## src/design/sgqe_pkg.sv

```systemverilog
// Shared constants, codes and controller/datapath interface types
// for the sorted gap query engine. No dependencies.
package sgqe_pkg;

  // Table and field sizes
  localparam int unsigned MAX_ENTRIES = 1024;
  localparam int unsigned POS_W       = 30;
  localparam int unsigned LINE_W      = 30;
  localparam int unsigned ANS_W       = 30;
  localparam int unsigned FUNC_W      = 2;
  localparam int unsigned STAT_W      = 2;
  localparam int unsigned ADDR_W      = $clog2(MAX_ENTRIES);
  localparam int unsigned CNT_W       = $clog2(MAX_ENTRIES + 1);
  localparam int unsigned IN_W        = FUNC_W + POS_W;
  localparam int unsigned OUT_W       = STAT_W + ANS_W;

  // Stream data widths, padded to whole bytes
  localparam int unsigned S_TDATA_W   = ((POS_W + 7) / 8) * 8;
  localparam int unsigned M_TDATA_W   = ((ANS_W + 7) / 8) * 8;

  localparam logic [LINE_W-1:0] LINE_RESET = {LINE_W{1'b1}};

  // Operation codes
  localparam logic [FUNC_W-1:0] FUNC_CLEAR  = 2'd0;
  localparam logic [FUNC_W-1:0] FUNC_INSERT = 2'd1;
  localparam logic [FUNC_W-1:0] FUNC_QUERY  = 2'd2;

  // Status codes
  localparam logic [STAT_W-1:0] STAT_OK    = 2'd0;
  localparam logic [STAT_W-1:0] STAT_EMPTY = 2'd1;
  localparam logic [STAT_W-1:0] STAT_FULL  = 2'd2;

  // Read address source
  typedef enum logic [2:0] {
    ADDR_ZERO   = 3'd0,
    ADDR_LAST   = 3'd1,
    ADDR_MID    = 3'd2,
    ADDR_IDX_M1 = 3'd3,
    ADDR_IDX_M2 = 3'd4
  } addr_sel_e;

  // Result kind loaded into the output register
  typedef enum logic [2:0] {
    RES_OK    = 3'd0,
    RES_EMPTY = 3'd1,
    RES_FULL  = 3'd2,
    RES_LOW   = 3'd3,
    RES_HIGH  = 3'd4,
    RES_GAP   = 3'd5
  } res_e;

  // Controller to datapath
  typedef struct packed {
    logic      load_in;
    logic      clear;
    logic      rd_en;
    addr_sel_e rd_sel;
    logic      cap_first;
    logic      cap_last;
    logic      search_init;
    logic      mid_load;
    logic      search_step;
    logic      ins_init;
    logic      ins_shift;
    logic      ins_place;
    logic      res_load;
    res_e      res_sel;
  } cmd_t;

  // Datapath to controller
  typedef struct packed {
    logic [FUNC_W-1:0] func;
    logic              cnt_zero;
    logic              cnt_full;
    logic              idx_zero;
    logic              idx_one;
    logic              p_le_first;
    logic              p_ge_last;
    logic              rd_gt_p;
    logic              search_done;
  } stat_t;

endpackage

```

## src/design/sgqe_ctrl.sv

```systemverilog
// Controller of the sorted gap query engine: sequences clear, insert and
// query work and owns the handshake state. Uses sgqe_pkg.
module sgqe_ctrl (
  input  logic            clk_i,
  input  logic            rst_ni,
  input  logic            in_valid_i,
  output logic            in_ready_o,
  output logic            out_valid_o,
  input  logic            out_ready_i,
  input  sgqe_pkg::stat_t stat_i,
  output sgqe_pkg::cmd_t  cmd_o
);

  typedef enum logic [8:0] {
    ST_IDLE = 9'b000000001,
    ST_DISP = 9'b000000010,
    ST_IRD  = 9'b000000100,
    ST_ICMP = 9'b000001000,
    ST_QRD1 = 9'b000010000,
    ST_QCHK = 9'b000100000,
    ST_SRD  = 9'b001000000,
    ST_SCMP = 9'b010000000,
    ST_RESP = 9'b100000000
  } state_e;

  state_e         state_q, state_d;
  sgqe_pkg::res_e res_q, res_d;
  logic           out_valid_q, out_valid_d;
  logic           slot_free;

  assign slot_free   = !out_valid_q || out_ready_i;
  assign in_ready_o  = (state_q == ST_IDLE);
  assign out_valid_o = out_valid_q;

  // Next state and commands
  always_comb begin
    state_d = state_q;
    res_d   = res_q;
    cmd_o   = '0;
    cmd_o.rd_sel  = sgqe_pkg::ADDR_ZERO;
    cmd_o.res_sel = res_q;
    case (state_q)
      ST_IDLE: begin
        if (in_valid_i) begin
          cmd_o.load_in = 1'b1;
          state_d       = ST_DISP;
        end
      end
      ST_DISP: begin
        case (stat_i.func)
          sgqe_pkg::FUNC_CLEAR: begin
            cmd_o.clear = 1'b1;
            res_d       = sgqe_pkg::RES_OK;
            state_d     = ST_RESP;
          end
          sgqe_pkg::FUNC_INSERT: begin
            if (stat_i.cnt_full) begin
              res_d   = sgqe_pkg::RES_FULL;
              state_d = ST_RESP;
            end else begin
              cmd_o.ins_init = 1'b1;
              state_d        = ST_IRD;
            end
          end
          sgqe_pkg::FUNC_QUERY: begin
            if (stat_i.cnt_zero) begin
              res_d   = sgqe_pkg::RES_EMPTY;
              state_d = ST_RESP;
            end else begin
              cmd_o.rd_en  = 1'b1;
              cmd_o.rd_sel = sgqe_pkg::ADDR_ZERO;
              state_d      = ST_QRD1;
            end
          end
          default: begin
            res_d   = sgqe_pkg::RES_OK;
            state_d = ST_RESP;
          end
        endcase
      end
      // Insert: walk down from the end, one shifted marker per cycle
      ST_IRD: begin
        if (stat_i.idx_zero) begin
          cmd_o.ins_place = 1'b1;
          res_d           = sgqe_pkg::RES_OK;
          state_d         = ST_RESP;
        end else begin
          cmd_o.rd_en  = 1'b1;
          cmd_o.rd_sel = sgqe_pkg::ADDR_IDX_M1;
          state_d      = ST_ICMP;
        end
      end
      ST_ICMP: begin
        if (stat_i.rd_gt_p) begin
          cmd_o.ins_shift = 1'b1;
          if (stat_i.idx_one) begin
            state_d = ST_IRD;
          end else begin
            cmd_o.rd_en  = 1'b1;
            cmd_o.rd_sel = sgqe_pkg::ADDR_IDX_M2;
          end
        end else begin
          cmd_o.ins_place = 1'b1;
          res_d           = sgqe_pkg::RES_OK;
          state_d         = ST_RESP;
        end
      end
      // Query: smallest marker arrives, fetch the largest
      ST_QRD1: begin
        cmd_o.cap_first = 1'b1;
        cmd_o.rd_en     = 1'b1;
        cmd_o.rd_sel    = sgqe_pkg::ADDR_LAST;
        state_d         = ST_QCHK;
      end
      ST_QCHK: begin
        cmd_o.cap_last = 1'b1;
        if (stat_i.p_le_first) begin
          res_d   = sgqe_pkg::RES_LOW;
          state_d = ST_RESP;
        end else if (stat_i.p_ge_last) begin
          res_d   = sgqe_pkg::RES_HIGH;
          state_d = ST_RESP;
        end else begin
          cmd_o.search_init = 1'b1;
          state_d           = ST_SRD;
        end
      end
      // Lower-bound search: each probe reads in ST_SRD and steps in ST_SCMP
      ST_SRD: begin
        cmd_o.rd_en    = 1'b1;
        cmd_o.rd_sel   = sgqe_pkg::ADDR_MID;
        cmd_o.mid_load = 1'b1;
        state_d        = ST_SCMP;
      end
      ST_SCMP: begin
        cmd_o.search_step = 1'b1;
        if (stat_i.search_done) begin
          res_d   = sgqe_pkg::RES_GAP;
          state_d = ST_RESP;
        end else begin
          state_d = ST_SRD;
        end
      end
      ST_RESP: begin
        if (slot_free) begin
          cmd_o.res_load = 1'b1;
          state_d        = ST_IDLE;
        end
      end
      default: state_d = ST_IDLE;
    endcase
  end

  // Output word valid
  always_comb begin
    out_valid_d = out_valid_q;
    if (cmd_o.res_load) begin
      out_valid_d = 1'b1;
    end else if (out_ready_i) begin
      out_valid_d = 1'b0;
    end
  end

  always_ff @(posedge clk_i or negedge rst_ni) begin
    if (!rst_ni) begin
      state_q     <= ST_IDLE;
      res_q       <= sgqe_pkg::RES_OK;
      out_valid_q <= 1'b0;
    end else begin
      state_q     <= state_d;
      res_q       <= res_d;
      out_valid_q <= out_valid_d;
    end
  end

endmodule

```

## config.mk

```make
export PLATFORM = sky130hd
export DESIGN_NAME = sgqe_ctrl
export DESIGN_NICKNAME = d
export VERILOG_FILES = /design/src/design/sgqe_pkg.sv /design/src/design/sgqe_ctrl.sv
export SDC_FILE = /design/constraint.sdc
export NUM_CORES = 1
export LEC_CHECK = 0
export ABC_AREA = 0
export BUFFER_PORTS_ARGS = -buffer_cell sky130_fd_sc_hd__buf_2
export CAP_MARGIN = 20
export CORE_MARGIN = 2
export CORE_UTILIZATION = 44
export DETAILED_ROUTE_END_ITERATION = 7
export GPL_ROUTABILITY_DRIVEN = 1
export PLACE_DENSITY_LB_ADDON = 0.12
export SYNTH_ARGS = -nofsm -noshare
export SYNTH_HDL_FRONTEND = slang
export SYNTH_SLANG_ARGS = --single-unit
```

## constraint.sdc

```tcl
create_clock -name clk_i -period 2.3 [get_ports clk_i]
set_input_delay 0.23 -clock clk_i [delete_from_list [all_inputs] [get_ports clk_i]]
set_output_delay 0.23 -clock clk_i [all_outputs]
set_load 0.005 [all_outputs]
```

[Word level (Yosys, flattened, before mapping)]
Index checks and enable logic that the tools add are counted.
Storage, ports and cells
  bits in registers: 13
  bits in latches: 0
  memory bits (writable): 0
  ROM bits: 0
  input port bits: 14
  word-level logic and storage cells: 79
  memories kept: 0
Operators by class
  $add $sub $neg: 0
  multiply operators: 0
  divide/modulo/power cells: 0
  $lt $le $gt $ge: 0
  equal/unequal tests: 20
  shift operators: 0
  multiplexer cells: 49
  bitwise operators: 0
  reductions and logical operators: 7
Operators by type and width (count)
  $mux W9: 10
  $pmux W9 S9: 1
  $mux W3: 7
  $mux W1: 20
  $mux W4: 5
  $pmux W4 S5: 1
  $pmux W9 S2: 1
  $pmux W3 S5: 1
  $ne A3 B3 Y1 const B: 4
  $ne A2 B2 Y1 const B: 5
  $eq A9 B1 Y1 const B: 1
  $eq A9 B2 Y1 const B: 1
  $eq A9 B3 Y1 const B: 1
  $eq A9 B4 Y1 const B: 1
  $eq A9 B5 Y1 const B: 1
  $eq A9 B6 Y1 const B: 1
  $eq A9 B7 Y1 const B: 1
  $eq A9 B8 Y1 const B: 1
  $eq A9 B9 Y1 const B: 1
  $reduce_and A7 Y1: 1
  $pmux W3 S2: 1
  $reduce_bool A5 Y1: 1
  $reduce_and A3 Y1: 1
  $eq A2 B1 Y1 const B: 1
  7 further kinds: 7

[Depth between registers and ports, before layout]
  depth in word-level cells: 5
  gate-level depth with buffers: 7
  mapped depth without buffers: 7

[Worst setup path before layout]
OpenSTA, ideal clock, no wires.
  path type: register to output
  start: register state_q[7]
  end: output cmd_o[15] in the netlist's numbering
  data arrival time: 2.053 ns
  required time: 2.070 ns
  path slack: 0.017 ns
  cell stages (with the launch flop): 7
  path buffers: 1
  path through: dfrtp_1 or4_4 buf_6 or4_4 or3_4 inv_2 or4_1
RTL lines
  from (decl): line sgqe_ctrl.sv:26  | state_e state_q, state_d;
  from (signal assigned): line sgqe_ctrl.sv:170  | state_q <= state_d;
  to (decl): line sgqe_ctrl.sv:11  | output sgqe_pkg::cmd_t cmd_o

==> run summary <==
The flow ran to the end, but the final reports show violations. The checks that failed: negative setup slack. In this run the static leakage power is 0.696 nW.

Buffer cell driving the clock tree root: sky130_fd_sc_hd__clkbuf_4. The synthesized design contains 13 register bits. Using the TritonRoute via totals, the vias-per-cell ratio works out to 5.63. For the worst setup path, the data required time is 2.07 ns.

Total number of vias: 1031. The clock net in this run drives a total of 13 sinks. The critical path contains buffers and inverters numbering 2 combined. Headroom to the max-slew limit came out at 72.4%.

The post-synthesis to final-layout area growth came out at 38.5%. The design internal power came out at 0.000575 W. Cells with a size suffix above 1 make up 45.5% of the layout.

The first global-routing pass estimated 4080 microns of wire. Clock latency on the worst-skew pair, taken at its later pin, is 0.28 ns. The number of input and output port buffers inserted is 33.

From bottom edge to top edge, the die measures 50.7 microns. In this design, the stage delay of the slowest critical-path cell is 0.54 ns. The run gives 39 as the post-synthesis cell type count. The per-cell routed wire length came out at 14.1 microns. Measured along the x axis, the die boundary spans 50.7 microns.

Summed over all layers, the routed wires come to 2580 microns. For this run, the leading register cell type out of synthesis is sky130_fd_sc_hd__dfrtp_1. Summing the areas of all compound-gate instances in the mapped netlist gives 12.1% of the synthesized area. Sequential elements use 34.0% of the synthesized area. STA puts the critical path data arrival time at 2.27 ns.

The tightest min-delay check is of the primary input to flip-flop type. The synthesized netlist devotes 35.6% of its cell area to simple gates. The run gives 0.862 as the routability congestion estimate. Counting stages on the worst path, the most repeated cell is sky130_fd_sc_hd__or4_4. For the net count reported at finish, the log shows 176. Including well taps, the total number of placed cells is 172.

TritonCTS built the clock tree. For this run, the top clock speed supported by timing is 0.399 GHz. STA classifies the critical path endpoint as an output pin. For the final database, setup skew stands at 0.00602 ns. After synthesis, the largest family of logic cells by area is simple AND/OR/NAND/NOR gates. After detailed placement, the total cell area comes to 1180 sq um. The tools report the end-of-flow core utilization as 66.4%.

The critical path in this run is classified as flip-flop to output pin. For the worst setup margin, the log shows -0.205 ns. The clock network is responsible for 16.0% of the overall power.

In the synthesized netlist, the number of instances is 111. The peak supply drop came out at 0.000621 V. The tools report the cell row count as 16. Across every metal layer, demand over resource in global routing totals 21.4%. The routed design uses 1200 microns of met2 wire. The run gives 0.000346 W as the net switching power of the design.

The highest metal layer carrying signal wires in the routed design is met4. The hold violation total from the final report was 0; the total met3 wirelength after detailed routing was 200 microns. The portion of the clock cycle consumed by the worst path in the final layout came out at 109%.

The post-synthesis mux area share came out at 3.39%. The finished cells cover 1330 sq um. The tools report the aggregate global routing overflow as 0.

Entering global routing, the biggest net connects 14 pins. Final critical path time including I/O delays and setup: 2.50 ns. STA classifies the critical path startpoint as a flip-flop. The number of buffers inserted during clock tree synthesis came out at 3.

The critical path goes through or4_4 > or4_4 > or3_4 > inv_2 > or4_1 > buf_2. Per report_power, the sequential group accounts for 33.7% of the total. During I/O placement, the number of pins put on the boundary was 34. In this run the power density over the cells is 693 nW/um^2.

Overall power consumption after layout is estimated at 0.000921 W. The initial standard-cell utilization of the core is 47.9%, and the highest net fanout along the worst path is 3. The number of slew-limit violations in the final report was 0; the number of flops mapped to enable cells by yosys was 0. The tool flagged a number of max-cap violations equal to 0. 0 antenna diodes ended up in the layout. For this run, the detailed router's first-pass iteration total came to 4. The share of flip-flops with an asynchronous set or reset came out at 100%. Net switching is 37.6% of the power. Counting the fill cells in the layout gives 166.

The run gives 937 as the number of global-route vias before repair. Setup repair after global routing could not meet its margin everywhere. Register clock-pin slew on the reported worst setup and hold paths: 0.08 ns.

Number of endpoints failing setup at the final stage: 8. The total core area was 2000 sq um; the netlist area before placement was 960 sq um. For the overall die area, the log shows 2570 sq um. In this run the mean area of a mapped cell was 8.65 sq um.

Excluding fillers, the count of instances in the completed layout stands at 183. The DRC violation count after routing was 0. For this design, the slowest cell found on the critical path is sky130_fd_sc_hd__or4_4. Summing the areas of all fa, ha and maj instances in the mapped netlist gives 6.52% of the synthesized area. For this block, the initial DRC count from the detailed router was 37.

Summing the areas of all xor and xnor instances in the mapped netlist gives 0.913% of the synthesized area. After detailed routing, the wire length on met1 is 1130 microns. The longest clock path from root to sink contains 2 buffers.

Once detail routing completed, the nets flagged for antenna violations numbered 0. For the pin with the worst max-slew slack, the measured transition is 0.411 ns. The logs give 1 for the H-tree depth reported by CTS and 50.3% for the combinational group share of total power. The tightest hold path in the finished design has a slack of 0.180 ns. The tools report the Yosys warning count as 0.

Largest delay contributor family on the critical path: simple AND/OR/NAND/NOR gates. The number of antenna violations at the first check in global routing is 0, and the number of nets in the synthesized netlist is 130. The post-DP HPWL was 1960 microns.
-- per-stage QoR --
stage	setup WS (ns)	TNS (ns)
after floorplan	0.0168	0
after global placement	0.0614	0
after detailed placement	0.0382	0
after CTS	-0.193	-0.599
after global routing	-0.276	-1.43
final	-0.205	-0.827
-- routing by layer --
metal | vias up | GRT usage [%]
met3 | 6 | 6.25
met4 | 0 | 5.41
met2 | 46 | 36.4
li1 | 494 | -
met1 | 485 | 26.2
met5 | - | 0
-- synthesized netlist by cell type (2+ instances only) --
library cell / count / area, sq um
sky130_fd_sc_hd__o21ai_0: 4 / 20.0
sky130_fd_sc_hd__nand3_1: 2 / 10.0
sky130_fd_sc_hd__ha_1: 5 / 62.6
sky130_fd_sc_hd__dfrtp_1: 12 / 300
sky130_fd_sc_hd__a21oi_1: 7 / 35.0
sky130_fd_sc_hd__inv_1: 9 / 33.8
sky130_fd_sc_hd__mux2_2: 2 / 22.5
sky130_fd_sc_hd__or4_1: 3 / 22.5
sky130_fd_sc_hd__a31oi_1: 2 / 12.5
sky130_fd_sc_hd__or3b_2: 2 / 17.5
sky130_fd_sc_hd__clkbuf_1: 4 / 15.0
sky130_fd_sc_hd__and2_1: 3 / 18.8
sky130_fd_sc_hd__nand2_1: 3 / 11.3
sky130_fd_sc_hd__nand3b_1: 2 / 15.0
sky130_fd_sc_hd__or4_4: 3 / 33.8
sky130_fd_sc_hd__nor3_1: 5 / 25.0
sky130_fd_sc_hd__nor4_1: 7 / 43.8
sky130_fd_sc_hd__nand2b_1: 6 / 37.5
sky130_fd_sc_hd__nor2b_1: 2 / 12.5
sky130_fd_sc_hd__nor2_1: 9 / 33.8
-- sequential cells by signal, indices dropped and copies added, names as in the netlist --
name and cells:
res_q 3, state_q 9, out_valid_o 1
-- worst reg2reg max path, stage by stage (launching register included) --
cell                      delay (ns)
sky130_fd_sc_hd__dfstp_2        0.38
sky130_fd_sc_hd__or4_4          0.54
sky130_fd_sc_hd__buf_4          0.15
sky130_fd_sc_hd__buf_6          0.12
sky130_fd_sc_hd__buf_4          0.15
sky130_fd_sc_hd__or4_4          0.49
sky130_fd_sc_hd__a221o_1        0.30
sky130_fd_sc_hd__mux2_2         0.25
-- power groups by stage --
stage / Clock, W / Combinational, W / Sequential (W)
2_1_floorplan: 0 / 0.000238 / 0.000310
3_3_place_gp: 0 / 0.000329 / 0.000316
3_5_place_dp: 0 / 0.000336 / 0.000314
4_1_cts: 0.000153 / 0.000389 / 0.000307
5_1_grt: 0.000165 / 0.000503 / 0.000315
6_report: 0.000147 / 0.000463 / 0.000311
-- final timing paths --
check | from | to | slack, ns | cells past startpoint
worst min-delay path | in_valid_i | state_q[1] | 0.18 | 2
worst max register to register | state_q[0] | res_q[0] | -0.19 | 7
min in group asynchronous | rst_ni | res_q[0] | 0.36 | 2
worst max-delay path | state_q[0] | cmd_o[15] | -0.20 | 6
worst min register to register | res_q[1] | res_q[1] | 0.51 | 1
max in group asynchronous | rst_ni | state_q[0] | 1.65 | 2
-- layout by cell type (no fill, tap or decap), drive strengths merged, types with 2 or more instances in the layout --
cell type	count
nand2	3
nor2b	2
buf	46
nand2b	6
and2	3
a31oi	2
or3b	2
nor2	9
inv	10
dfrtp	12
nand3	2
nor3	5
nor4	7
nand3b	2
or3	2
mux2	2
ha	5
a21oi	7
or4	6
clkbuf	3
o21ai	5
-- logic make-up (layout without fill, tap and decap cells) --
| group | Yosys count | after routing |
|---|---|---|
| buffers and inverters | 16 | 61 |
| XOR/XNOR | 1 | 1 |
| flip-flops | 13 | 13 |
| AO/OA/AOI/OAI | 19 | 19 |
| adder cells (fa/ha/maj) | 5 | 5 |
| AND/OR/NAND/NOR | 54 | 54 |
| multiplexers | 3 | 3 |
-- final cells by class --
cell class	count	area (sq um)	share of cell area (%)
Clock buffer	3	22.5	1.69
Clock inverter	1	5.00	0.377
Inverter	10	37.5	2.82
Multi-Input combinational cell	82	624	47.0
Sequential cell	13	329	24.8
Tap cell	27	33.8	2.54
Timing Repair Buffer	47	277	20.8
-- timing repair --
action	4_1_cts	5_1_grt
hold buffers	1	0
gates resized for setup	3	12
hold endpoints to repair	12	0
setup endpoints to repair	5	11
setup buffers	4	2
pin swaps	1	5
No activity file was read; power rests on OpenSTA's default activity.
